<file path="config.mk">
export PLATFORM = sky130hd
export DESIGN_NAME = ascii_decimal_to_fixed
export DESIGN_NICKNAME = d
export VERILOG_FILES = /design/src/rtl/core/adf_pkg.sv /design/src/rtl/core/adf_step.sv /design/src/rtl/core/ascii_decimal_to_fixed.sv
export SDC_FILE = /design/constraint.sdc
export NUM_CORES = 1
export LEC_CHECK = 0
export BUFFER_PORTS_ARGS = -buffer_cell sky130_fd_sc_hd__clkbuf_2
export CORE_MARGIN = 4
export CORE_UTILIZATION = 55
export DETAILED_ROUTE_END_ITERATION = 8
export GPL_TIMING_DRIVEN = 0
export MAX_ROUTING_LAYER = met4
export PLACE_DENSITY = 0.73
export SETUP_SLACK_MARGIN = 0.1
export SLEW_MARGIN = 0
export SYNTH_ARGS = -nofsm -noshare
export SYNTH_HDL_FRONTEND = slang
export SYNTH_SLANG_ARGS = --single-unit
export TNS_END_PERCENT = 20
</file>
<file path="constraint.sdc">
create_clock -name clk -period 6.6 [get_ports clk]
set_input_delay 1.98 -clock clk [delete_from_list [all_inputs] [get_ports clk]]
set_output_delay 1.98 -clock clk [all_outputs]
set_load 0.01 [all_outputs]
</file>
<file path="src/rtl/core/adf_pkg.sv">
// Shared types, character codes and fraction weight table for the ASCII
// decimal to fixed-point converter. No dependencies.
package adf_pkg;

	localparam int INT_BITS_DEF    = 31;
	localparam int FRAC_DIGITS_DEF = 9;

	localparam logic [7:0] CH_DIGIT_LO = 8'd47;
	localparam logic [7:0] CH_DIGIT_HI = 8'd58;
	localparam logic [7:0] CH_ZERO     = 8'd48;
	localparam logic [7:0] CH_MINUS    = 8'h2D;
	localparam logic [7:0] CH_POINT    = 8'h2E;
	localparam logic [5:0] COUNT_MAX   = 6'd63;

	typedef enum logic [2:0] {
		PH_IDLE = 3'b001,
		PH_INT  = 3'b010,
		PH_FRAC = 3'b100
	} adf_phase_t;

	typedef struct packed {
		logic signed [63:0] value;
		logic [5:0]         chars_used;
		logic               overflow;
	} adf_result_t;

	function automatic logic [31:0] frac_weight(input logic [3:0] idx);
		logic [31:0] w;
		unique case (idx)
			4'd0:    w = 32'd429496730;
			4'd1:    w = 32'd42949673;
			4'd2:    w = 32'd4294967;
			4'd3:    w = 32'd429497;
			4'd4:    w = 32'd42950;
			4'd5:    w = 32'd4295;
			4'd6:    w = 32'd429;
			4'd7:    w = 32'd43;
			4'd8:    w = 32'd4;
			default: w = 32'd0;
		endcase
		return w;
	endfunction

endpackage

</file>
<file path="src/rtl/core/adf_step.sv">
// Per-character number state and its registered update; emits the result
// when a terminating character arrives. Depends on adf_pkg.
module adf_step import adf_pkg::*; #(
	parameter int INT_BITS    = INT_BITS_DEF,
	parameter int FRAC_DIGITS = FRAC_DIGITS_DEF
) (
	input  logic        clk,
	input  logic        arst_n,
	input  logic        step_en,
	input  logic [7:0]  char_s1,
	input  logic        start_s1,
	output logic        emit,
	output adf_result_t res
);

	localparam int          WideW   = INT_BITS + 4;
	localparam logic [3:0]  FracLim = 4'(FRAC_DIGITS);

	adf_phase_t          phase_q, phase_n, w_phase;
	logic                neg_q, neg_n, w_neg;
	logic [INT_BITS-1:0] int_q, int_n, w_int;
	logic [31:0]         frac_q, frac_n, w_frac;
	logic [3:0]          pos_q, pos_n, w_pos;
	logic [5:0]          cnt_q, cnt_n, w_cnt, cnt_inc;
	logic                sat_q, sat_n, w_sat, sat_inc;
	logic                active, is_digit;
	logic [3:0]          d;
	logic [WideW-1:0]    wide_int, int_next;
	logic [35:0]         frac_prod;
	logic [63:0]         mag;

	always_comb begin
		active   = start_s1 || (phase_q == PH_INT) || (phase_q == PH_FRAC);
		w_phase  = start_s1 ? PH_INT : phase_q;
		w_neg    = start_s1 ? 1'b0 : neg_q;
		w_int    = start_s1 ? '0 : int_q;
		w_frac   = start_s1 ? '0 : frac_q;
		w_pos    = start_s1 ? '0 : pos_q;
		w_cnt    = start_s1 ? '0 : cnt_q;
		w_sat    = start_s1 ? 1'b0 : sat_q;
		is_digit = (char_s1 > CH_DIGIT_LO) && (char_s1 < CH_DIGIT_HI);
		d        = 4'(char_s1 - CH_ZERO);

		cnt_inc  = (w_cnt == COUNT_MAX) ? COUNT_MAX : w_cnt + 6'd1;
		sat_inc  = w_sat || (w_cnt == COUNT_MAX);

		wide_int  = {4'b0, w_int};
		int_next  = (wide_int << 3) + (wide_int << 1) + WideW'(d);
		frac_prod = {32'b0, d} * {4'b0, frac_weight(w_pos)};
		mag       = {{(32 - INT_BITS){1'b0}}, w_int, w_frac};

		res.value      = w_neg ? 64'sd0 - signed'(mag) : signed'(mag);
		res.chars_used = w_cnt;
		res.overflow   = w_sat;

		phase_n = w_phase;
		neg_n   = w_neg;
		int_n   = w_int;
		frac_n  = w_frac;
		pos_n   = w_pos;
		cnt_n   = w_cnt;
		sat_n   = w_sat;
		emit    = 1'b0;

		priority if (!active) begin
			phase_n = PH_IDLE;
		end else if (start_s1 && char_s1 == CH_MINUS) begin
			neg_n = 1'b1;
			cnt_n = cnt_inc;
			sat_n = sat_inc;
		end else if (is_digit) begin
			cnt_n = cnt_inc;
			sat_n = sat_inc;
			if (w_phase == PH_INT) begin
				if (int_next[WideW-1:INT_BITS] != '0) begin
					int_n = '1;
					sat_n = 1'b1;
				end else begin
					int_n = int_next[INT_BITS-1:0];
				end
			end else if (w_pos < FracLim) begin
				frac_n = w_frac + frac_prod[31:0];
				pos_n  = w_pos + 4'd1;
			end
		end else if (char_s1 == CH_POINT && w_phase == PH_INT) begin
			phase_n = PH_FRAC;
			cnt_n   = cnt_inc;
			sat_n   = sat_inc;
		end else begin
			phase_n = PH_IDLE;
			emit    = 1'b1;
		end

		if (!step_en)
			emit = 1'b0;
	end

	always_ff @(posedge clk or negedge arst_n) begin
		if (!arst_n) begin
			phase_q <= PH_IDLE;
			neg_q   <= 1'b0;
			int_q   <= '0;
			frac_q  <= '0;
			pos_q   <= '0;
			cnt_q   <= '0;
			sat_q   <= 1'b0;
		end else if (step_en) begin
			phase_q <= phase_n;
			neg_q   <= neg_n;
			int_q   <= int_n;
			frac_q  <= frac_n;
			pos_q   <= pos_n;
			cnt_q   <= cnt_n;
			sat_q   <= sat_n;
		end
	end

endmodule

</file>
<file path="src/rtl/core/ascii_decimal_to_fixed.sv">
// Top level: ASCII decimal text to signed Q31.32, input register, step
// logic (adf_step) and result register. Depends on adf_pkg.
//
//  channel | handshake            | beat payload
//  in      | in_valid / in_ready  | char_in, start_req
//  out     | out_valid / out_ready| value, chars_used, overflow
//
// One character per cycle sustained while no result is held; a result is valid
// once the terminating character's beat has been taken (input register, then the
// per-character update that writes the result register).
// Reset clears the number state and both valid flags.
// A held result stalls the update for every character; in_ready drops
// once the input register is full and the update is stalled.
module ascii_decimal_to_fixed import adf_pkg::*; #(
	parameter int INT_BITS    = INT_BITS_DEF,
	parameter int FRAC_DIGITS = FRAC_DIGITS_DEF
) (
	input  logic               clk,
	input  logic               arst_n,
	input  logic               in_valid,
	output logic               in_ready,
	input  logic [7:0]         char_in,
	input  logic               start_req,
	output logic               out_valid,
	input  logic               out_ready,
	output logic signed [63:0] value,
	output logic [5:0]         chars_used,
	output logic               overflow
);

	logic        valid_s1;
	logic [7:0]  char_s1;
	logic        start_s1;
	logic        step_en;
	logic        emit;
	adf_result_t res;
	logic        out_valid_q;
	adf_result_t out_q;

	assign step_en  = valid_s1 && (!out_valid_q || out_ready);
	assign in_ready = !valid_s1 || step_en;

	always_ff @(posedge clk or negedge arst_n) begin
		if (!arst_n)
			valid_s1 <= 1'b0;
		else if (in_ready)
			valid_s1 <= in_valid;
	end

	always_ff @(posedge clk) begin
		if (in_valid && in_ready) begin
			char_s1  <= char_in;
			start_s1 <= start_req;
		end
	end

	adf_step #(
		.INT_BITS    (INT_BITS),
		.FRAC_DIGITS (FRAC_DIGITS)
	) u_step (
		.clk      (clk),
		.arst_n   (arst_n),
		.step_en  (step_en),
		.char_s1  (char_s1),
		.start_s1 (start_s1),
		.emit     (emit),
		.res      (res)
	);

	always_ff @(posedge clk or negedge arst_n) begin
		if (!arst_n)
			out_valid_q <= 1'b0;
		else if (emit)
			out_valid_q <= 1'b1;
		else if (out_ready)
			out_valid_q <= 1'b0;
	end

	always_ff @(posedge clk) begin
		if (emit)
			out_q <= res;
	end

	assign out_valid  = out_valid_q;
	assign value      = out_q.value;
	assign chars_used = out_q.chars_used;
	assign overflow   = out_q.overflow;

endmodule

</file>
# After elaboration in Yosys (flattened, before gate mapping)
# Memory sizes are Yosys's and may differ from the RTL's.
# Index checks and enable logic that the tools add are counted.
# op_classes
add_sub_neg	7
mul	1
n_lt_le_gt_ge	3
eq_ne	6
mux	47
n_reduce_logical	14
# op_table
operator	n
two-way mux 32 bit	6
two-way mux 31 bit	6
subtractor 1 x 63 -> 64 bit (first input constant)	1
two-way mux 63 bit	1
two-way mux 6 bit	6
adder 34 x 32 -> 35 bit	1
adder 35 x 4 -> 35 bit	1
adder 32 bit	1
multiplier 4 x 32 -> 32 bit	1
two-way mux 4 bit	6
two-way mux 1 bit	17
== test 8 x 6 -> 1 bit (second input constant)	2
two-way mux 3 bit	5
greater-than comparator 8 x 6 -> 1 bit (second input constant)	1
< comparator 8 x 6 -> 1 bit (second input constant)	1
adder 6 x 1 -> 6 bit (second input constant)	1
== test 3 x 2 -> 1 bit (second input constant)	2
== test 6 bit (second input constant)	1
logical AND 1 bit	5
logical OR 1 bit	5
adder 4 x 1 -> 4 bit (second input constant)	1
< comparator 4 bit (second input constant)	1
nonzero test 4 bit	1
subtractor 4 x 1 -> 4 bit (second input constant)	1
other kinds (3)	4
# totals
register_bits	160
romBits	432
input_bits	13
out_inout_bits	73
elab_cells	94
mem_count	1
# mem_list
memory	words	word_bits	read_ports	rd_clocked_by_memory_dff	wr	line_no	source
(name not given)	16	27	1	0	0	adf_pkg.sv:29	unique case (idx)

# Logic depth before layout (Yosys ltp)
# Gate-level depths: netlist of run 1.
# depth
depth_word	9
ltp_mapped	25
ltp_nobuf	23

# Hierarchy
# A second synthesis of run 1 with hierarchy kept.
# hier_totals
hier_cells	1642
area_unflattened_um2	14447.6
# by_module_without_submodules
module	instances	cells_per_inst	area_each_um2
adf_step	1	1554	11941.5
ascii_decimal_to_fixed	1	88	2506.2

# Worst setup path after synthesis of run 1
# Ideal clock, no wire load.
# synth_path
path_kind	register to register
startpoint	reg start_s1
endpoint	reg u_step.frac_q[29]
setup_ns	0.121
arrival_time_ns	5.628
required_ns	6.479
path_slack_ns	0.851
path_stages_with_launch	25
n_path_buf	2
cell_sequence	edfxtp_1 buf_2 inv_1 clkbuf_1 nand2_1 ha_1 nor3b_1 nand2_1 inv_1 or2_2 fa_1 fa_1 inv_1 fa_1 inv_1 ha_1 a21oi_1 a21oi_1 a211oi_1 a21boi_1 a41oi_1 o211ai_1 o31ai_1 xnor2_1 a22o_1
# synth_via
elab_chain_cells	9
# synth_rtl
item	line_no	source
start: declaration	ascii_decimal_to_fixed.sv:33	logic start_s1;
start signal: assignment	ascii_decimal_to_fixed.sv:53	start_s1 <= start_req;
two-way mux 4 bit	adf_step.sv:38	w_pos = start_s1 ? '0 : pos_q;
memory (16 x 27 bit)	n/a	
multiplier 4 x 32 -> 32 bit	adf_step.sv:49	frac_prod = {32'b0, d} * {4'b0, frac_weight(w_pos)};
adder 32 bit	adf_step.sv:82	frac_n = w_frac + frac_prod[31:0];
two-way mux 32 bit	adf_step.sv:81	end else if (w_pos < FracLim) begin
two-way mux 32 bit	adf_step.sv:74	if (w_phase == PH_INT) begin
two-way mux 32 bit	adf_step.sv:71	end else if (is_digit) begin
two-way mux 32 bit	adf_step.sv:67	end else if (start_s1 && char_s1 == CH_MINUS) begin
two-way mux 32 bit (*)	adf_step.sv:65	priority if (!active) begin
end signal: assignment	adf_step.sv:111	frac_q <= frac_n;
end: declaration	adf_step.sv:22	logic [31:0] frac_q, frac_n, w_frac;
# Every way passes the cells marked *; elsewhere a longest branch is shown, timed or not.
# A chain may end at the register's enable or synchronous reset.

# Final worst setup path of run 1
# layout_path
startpoint	reg start_s1
endpoint	reg u_step.frac_q[31]
# The elaborated chain is that of the path after synthesis.

==> flow_summary.toml, run 1 <==
[status]
status = "finished, final reports clean"

[logic_synthesis]
synthTopCellsByArea = "edfxtp_1, dfrtp_1, fa_1"
synth_area_per_cell_um2 = 9.06
ys.flop_type = "edfxtp_1"
yosysSeqAreaShare = 0.308
synth_area_um2 = 14300
yosys_warnings = 0
synth.cells.most_frequent = "nand2_1, inv_1, nor2_1"
ys_types = 78
synth_most_common_cell = "nand2_1"
synth_top_area_share = 0.168
ys_ff_latch = 160
syn_nets = 1788
netlist_instances = 1581
synth_largest_area_cell = "edfxtp_1"
synth-edff-count = 80
postSynth.asyncResetShare = 0.500

[setup_path]
reg2reg_depth = 21
critical_path_buf_inv_count = 7
cpPeakStageDelay_ps = 520
cpMaxStageDelayCell = "fa_1"
crit_fanout = 19
cp-end-kind = "flop"
r2r-end = "u_step.frac_q[31]$_DFFE_PN0P_"
path_class = "flop to flop"
regToRegStartpoint = "start_s1$_DFFE_PP_"
crit_required_ps = 6890
path_cells = "clkbuf_4, clkbuf_4, buf_4, buf_2, buf_2, buf_2, o21ai_0, fa_1, fa_1, fa_1, inv_1, ha_1, a21o_1, a31o_2, nand3_1, a21boi_4, a41oi_4, o211ai_1, o22ai_1, xnor2_1, a21oi_1"
arrival_ps = 6590
ff2ff_setup_slack_ps = 300
start_kind = "flop"
crit_family = "adder cells"

[power_and_ir_drop]
power.density_nw_per_um2 = 215
p_seq_frac = 0.336
combinationalPowerShare = 0.349
p_sw_w = 0.00126
p_clk_frac = 0.315
ir_drop_uv = 151
internal_power_w = 0.00217
p_leak_nw = 7.86
p_sw_frac = 0.368

[clock_tree]
clockRootBuffer = "clkbuf_16"
hold_buffers = 0
clk_pin_slew_ps = 70
clock_latency_ps = 440
cts_htree_levels = 4
clock-sinks = 160
tritoncts = "yes"
cts_buffers = 17
clock_path_buffers = 2

[min_path]
hold_path_depth = 2
holdCritStartpoint = "u_step.int_q[29]$_DFFE_PN0P_"
hp-class = "flop to flop"
whs_endpoint = "u_step.int_q[29]$_DFFE_PN0P_"

[drt]
drtAntennaViolNets = 0
drtPass1Iterations = 6
via_per_inst = 6.05
routedWlPerCell_um = 19.6
drtIter0Drc = 1172
wirelength_um = 39800
drc_errors = 0
via_count = 12300

[global_routing]
antenna_found_initial = 0
track_usage = 0.285
gr-total-overflow = 0
grt_pass1_wl_um = 63500
grt_pass1_vias = 11900
grt_max_degree = 72

[job]
cap_violations = 0

[final_layout]
multiInputGateArea_um2 = 9270
synthToLayoutAreaGrowth_pct = 11.5
drive_above_1_share = 0.0978
final_nets = 1892
nFillCells = 2136
insertedDiodeCount = 0
fin_area_um2 = 16000
final-seq-area_um2 = 4410

[sta]
min_period_ps = 6300
rsz0062_at_grt = "true"
tightest_slew_ps = 1270
max_freq_mhz = 159
period_share = 0.955
fin_skew_ps = 15.1
final_max_slew_viol_count = 0
hold_viol = 0
max-slew-margin-rel = 0.142
finalSetupViolCount = 0
setup_ws_ps = 295

[floorplan]
die_h_um = 169
row_count = 58
start_util = 0.564
die-area_um2 = 28700
core_um2 = 25400
io_pins = 86
fp.dieW_um = 169

[placed_design]
portBuffers = 85
dp_hpwl_um = 30500
dp_slack_ps = -1280
place_area_um2 = 15200
place.gp.congestion = 0.951
registers in the layout, summed over array words and instances (netlist names):
register and count:
u_step.neg_q 1, overflow 1, start_s1 1, u_step.phase_q 3, chars_used 6, value 64
u_step.pos_q 4, u_step.sat_q 1, u_step.int_q 31, valid_s1 1, char_s1 8, u_step.cnt_q 6
u_step.frac_q 32, out_valid 1
how the worst max path moves through the flow:
| stage | depth (start not counted) | start | slack, ps | to |
|---|---|---|---|---|
| 6_report | 21 | start_s1$_DFFE_PP_ | 300 | u_step.frac_q[31]$_DFFE_PN0P_ |
| 5_1_grt | 24 | start_s1$_DFFE_PP_ | 90 | u_step.frac_q[31]$_DFFE_PN0P_ |
| 4_1_cts | 21 | start_s1$_DFFE_PP_ | 80 | u_step.frac_q[30]$_DFFE_PN0P_ |
| 3_5_place_dp | 22 | start_s1$_DFFE_PP_ | -1280 | u_step.frac_q[30]$_DFFE_PN0P_ |
| 3_3_place_gp | 22 | start_s1$_DFFE_PP_ | -1220 | u_step.frac_q[30]$_DFFE_PN0P_ |
| 2_1_floorplan | 24 | start_s1$_DFFE_PP_ | 850 | u_step.frac_q[29]$_DFFE_PN0P_ |
worst reg2reg max path: stages, from the launching register on:
cell and delay [ps]:
edfxtp_1 350, clkbuf_4 260, clkbuf_4 300, buf_4 310
buf_2 320, buf_2 320, buf_2 320, o21ai_0 180
fa_1 520, fa_1 510, fa_1 520, inv_1 40
ha_1 330, a21o_1 160, a31o_2 190, nand3_1 160
a21boi_4 260, a41oi_4 190, o211ai_1 400, o22ai_1 220
xnor2_1 220, a21oi_1 90
power by group through the flow:
stage	clock network (W)	logic (W)	registers (W)
floorplan	0	0.000826	0.00118
global placement	0	0.00111	0.00117
detailed placement	0	0.00113	0.00117
CTS	0.00108	0.00116	0.00115
global route	0.00112	0.00134	0.00116
finish	0.00108	0.00120	0.00115
cell usage in the layout (no fill, tap or decap), types with 9 or more instances in the layout:
master       n
a21o_1      23
a21oi_1     71
a22o_1      32
a22oi_1     19
and2_1      53
and3_1      23
buf_1        9
clkbuf_1    34
clkbuf_16   17
clkbuf_2    86
dfrtp_1     79
edfxtp_1    80
fa_1        77
ha_1       116
inv_1      146
nand2_1    180
nand2b_1    19
nand3_1     28
nor2_1     123
nor2b_1     47
nor3_1      16
nor4_1       9
o211ai_1    11
o21a_1      11
o21ai_0     51
o21ai_1     28
o31ai_1     25
o41ai_1     12
or3_1       13
xnor2_1     42
xor2_1      70
per-stage QoR:
stage | hold WS (ps) | std cells | utilization | setup TNS [ps] | total power, W
2_1_floorplan | 444 | 1581 | - | 0 | 0.00201
3_3_place_gp | 462 | 1996 | 0.597 | -13410 | 0.00228
3_5_place_dp | 479 | 1997 | 0.598 | -15060 | 0.00231
4_1_cts | 496 | 2029 | 0.624 | 0 | 0.00339
5_1_grt | 526 | 2028 | 0.629 | 0 | 0.00362
6_report | 503 | 2028 | 0.629 | 0 | 0.00344
logic make-up (layout without fill, tap and decap cells):
family                     count (synthesis)  after routing  synth area share
AOI/OAI and AO/OA                        348            348             0.164
xor gates and xnor gates                 112            112            0.0685
adders and majority gates                194            194             0.210
buffers and inverters                    206            323            0.0547
DFF                                      160            160             0.308
muxes                                      5              5           0.00349
and+or+nand+nor                          556            556             0.192
routing by layer:
layer | wire length, um | GRT usage | up-vias
li1 | - | - | 5695
met1 | 18100 | 0.406 | 5929
met2 | 17300 | 0.422 | 571
met3 | 3440 | 0.0531 | 82
met4 | 996 | 0.0760 | 0
met5 | 0 | - | -
final cells by class:
cell class / count / share of cell area
buffer: 56 / 0.0152
clock buffer: 17 / 0.0266
clock inverter: 15 / 0.0121
inverter: 148 / 0.0352
multi-input combinational: 1215 / 0.580
sequential: 160 / 0.276
tap: 330 / 0.0259
timing repair buffer: 87 / 0.0290
what timing repair did:
item / in CTS / in global routing
setup endpoints to repair: 26 / 12
buffers inserted: 1 / 0
pin swaps: 1 / 3
gates resized for setup: 11 / 23
(Power assumes the default switching activity.)
==> inputs of run 2 (changes only) <==
--- a/config.mk
+++ b/config.mk
@@ -16,5 +16,6 @@
 export SLEW_MARGIN = 0
 export SYNTH_ARGS = -nofsm -noshare
 export SYNTH_HDL_FRONTEND = slang
+export SYNTH_HIERARCHICAL = 1
 export SYNTH_SLANG_ARGS = --single-unit
 export TNS_END_PERCENT = 20
==> flow_summary.toml, run 2 <==
[status]
status = "finished, final reports clean"

[clock_tree]
clock_latency_ps = 440
clockRootBuffer = "clkbuf_16"
clk_pin_slew_ps = 60
tritoncts = "yes"
clock-sinks = 160
cts_buffers = 17
clock_path_buffers = 2
cts_htree_levels = 4

[logic_synthesis]
netlist_instances = 1642
synth_area_um2 = 14400
synth.cells.most_frequent = "nand2_1, inv_1, nor2_1"
ys_types = 75
ys_ff_latch = 160
synth_area_per_cell_um2 = 8.80
yosys_warnings = 6
synthTopCellsByArea = "edfxtp_1, dfrtp_1, fa_1"
ys.flop_type = "edfxtp_1"
yosysSeqAreaShare = 0.305
synth-edff-count = 80
postSynth.asyncResetShare = 0.500
synth_top_area_share = 0.166
syn_nets = 1849
synth_largest_area_cell = "edfxtp_1"
synth_most_common_cell = "nand2_1"

[global_routing]
grt_pass1_vias = 12400
track_usage = 0.299
grt_max_degree = 51
gr-total-overflow = 0
antenna_found_initial = 0
grt_pass1_wl_um = 66400

[placed_design]
place.gp.congestion = 0.961
place_area_um2 = 15400
dp_hpwl_um = 31800
portBuffers = 85
dp_slack_ps = -2520

[drt]
drtAntennaViolNets = 0
wirelength_um = 42000
drc_errors = 0
via_count = 12900
drtIter0Drc = 1386
wl_met3_um = 4230
routedWlPerCell_um = 20.0
wl_met1_um = 18000
via_per_inst = 6.13
top_layer_used = "met4"
dr_wl_met2_um = 18400
drtPass1Iterations = 6

[sta]
period_share = 0.957
min_period_ps = 6320
setup_ws_ps = 282
fin_skew_ps = 16.5
max_freq_mhz = 158
rsz0062_at_grt = "false"
hold_viol = 0
fin_hold_ws_ps = 497
tns_ps = 0
final_max_slew_viol_count = 0
tightest_slew_ps = 950
finalSetupViolCount = 0
max-slew-margin-rel = 0.364

[floorplan]
core_um2 = 26000
die-area_um2 = 28900
die_h_um = 170
start_util = 0.556
io_pins = 86
row_count = 59
fp.dieW_um = 170

[setup_path]
path_class = "flop to flop"
cpPeakStageDelay_ps = 540
path_cells = "buf_4, clkinvlp_4, clkbuf_4, nand2_2, inv_2, ha_1, a211oi_1, nor2_1, nor2b_1, fa_1, fa_1, inv_1, fa_1, inv_1, ha_1, o21ai_0, o211ai_1, a31oi_2, o31a_1, o21ai_4, a41oi_1, a21oi_1, xnor2_1, o21ai_0"
start_kind = "flop"
cpMaxStageDelayCell = "fa_1"
crit_fanout = 10
crit_family = "compound AO/OA/AOI/OAI gates"
cp-end-kind = "flop"
cp_common_cell = "fa_1"
crit_required_ps = 6890
critical_path_buf_inv_count = 6
arrival_ps = 6610

[power_and_ir_drop]
p_leak_nw = 7.77
internal_power_w = 0.00265
ir_drop_uv = 215
combinationalPowerShare = 0.504
p_clk_frac = 0.220
power.density_nw_per_um2 = 285
p_sw_w = 0.00193
p_seq_frac = 0.276
p_sw_frac = 0.422

[job]
cap_violations = 0

[final_layout]
drive_above_1_share = 0.103
final_common_cell = "nand2_1"
layout_common_cells = "nand2_1, inv_1, nor2_1, o21ai_0, ha_1"
insertedDiodeCount = 0
synthToLayoutAreaGrowth_pct = 11.5
largest_register_ffs = 64
final_nets = 1959
fin_area_um2 = 16100

[min_path]
hp-class = "flop to flop"
[run 2: worst paths after layout]
check / from / depth (start not counted) / end / slack (ps)
worst max-delay path: start_s1$_DFFE_PP_ / 24 / u_step/frac_q[30]$_DFFE_PN0P_ / 280
worst min-delay path: u_step/int_q[28]$_DFFE_PN0P_ / 2 / u_step/int_q[28]$_DFFE_PN0P_ / 500
worst max register to register: start_s1$_DFFE_PP_ / 24 / u_step/frac_q[30]$_DFFE_PN0P_ / 280
worst min register to register: u_step/int_q[28]$_DFFE_PN0P_ / 2 / u_step/int_q[28]$_DFFE_PN0P_ / 500
max in group asynchronous: arst_n / 2 / u_step/phase_q[0]$_DFFE_PN1P_ / 4370
min in group asynchronous: arst_n / 1 / u_step/int_q[23]$_DFFE_PN0P_ / 1540
[run 2: timing repair]
action,4_1_cts,5_1_grt
setup buffers,2,2
pin swaps,1,4
setup endpoints to repair,61,26
hold buffers,0,0
resized for setup,22,22
gates cloned,0,0
[run 2: cell type report]
type | instances | area (um^2)
multi-input combinational | 1268 | 9330
buffer | 69 | 298
fill | 2242 | 9870
clock inverter | 10 | 126
sequential | 160 | 4410
clock buffer | 22 | 464
timing repair buffer | 92 | 533
tap | 335 | 419
inverter | 144 | 544
[run 2: through the flow]
step | std cells | power (W) | util
finish | 2100 | 0.00459 | 0.620
global route | 2100 | 0.00491 | 0.620
CTS | 2099 | 0.00452 | 0.617
detailed placement | 2065 | 0.00345 | 0.592
global placement | 2062 | 0.00340 | 0.589
floorplan | 1642 | 0.00291 | -
[run 2: metal layers]
layer  vias to the layer above  track usage
met5                         -            -
met4                         0       0.0875
met3                       101       0.0534
li1                       5884            -
met2                       719        0.443
met1                      6171        0.423
[run 2: worst register-to-register path: stages (launching register included)]
cell,delay [ps]
edfxtp_1,430
buf_4,260
clkinvlp_4,200
clkbuf_4,250
nand2_2,180
inv_2,100
ha_1,220
a211oi_1,300
nor2_1,140
nor2b_1,200
fa_1,450
fa_1,540
inv_1,50
fa_1,520
inv_1,40
ha_1,340
o21ai_0,170
o211ai_1,310
a31oi_2,210
o31a_1,390
o21ai_4,220
a41oi_1,200
a21oi_1,230
xnor2_1,140
o21ai_0,90
[run 2: cells by family (layout without fill, tap and decap cells)]
kind of cell	Yosys count	count (layout)	share of synthesized area
fa+ha+maj	194	194	0.208
xor+xnor	107	107	0.0649
buf+inv	214	337	0.0564
compound gates	379	379	0.168
simple gates	580	580	0.191
flops	160	160	0.305
mux	8	8	0.00589
[run 2: power groups by stage]
stage / clock (W) / combinational, W / sequential (W)
finish: 0.00101 / 0.00231 / 0.00127
floorplan: 0 / 0.00165 / 0.00127
detailed placement: 0 / 0.00217 / 0.00128
CTS: 0.00102 / 0.00224 / 0.00126
global route: 0.00107 / 0.00257 / 0.00127
global placement: 0 / 0.00212 / 0.00128
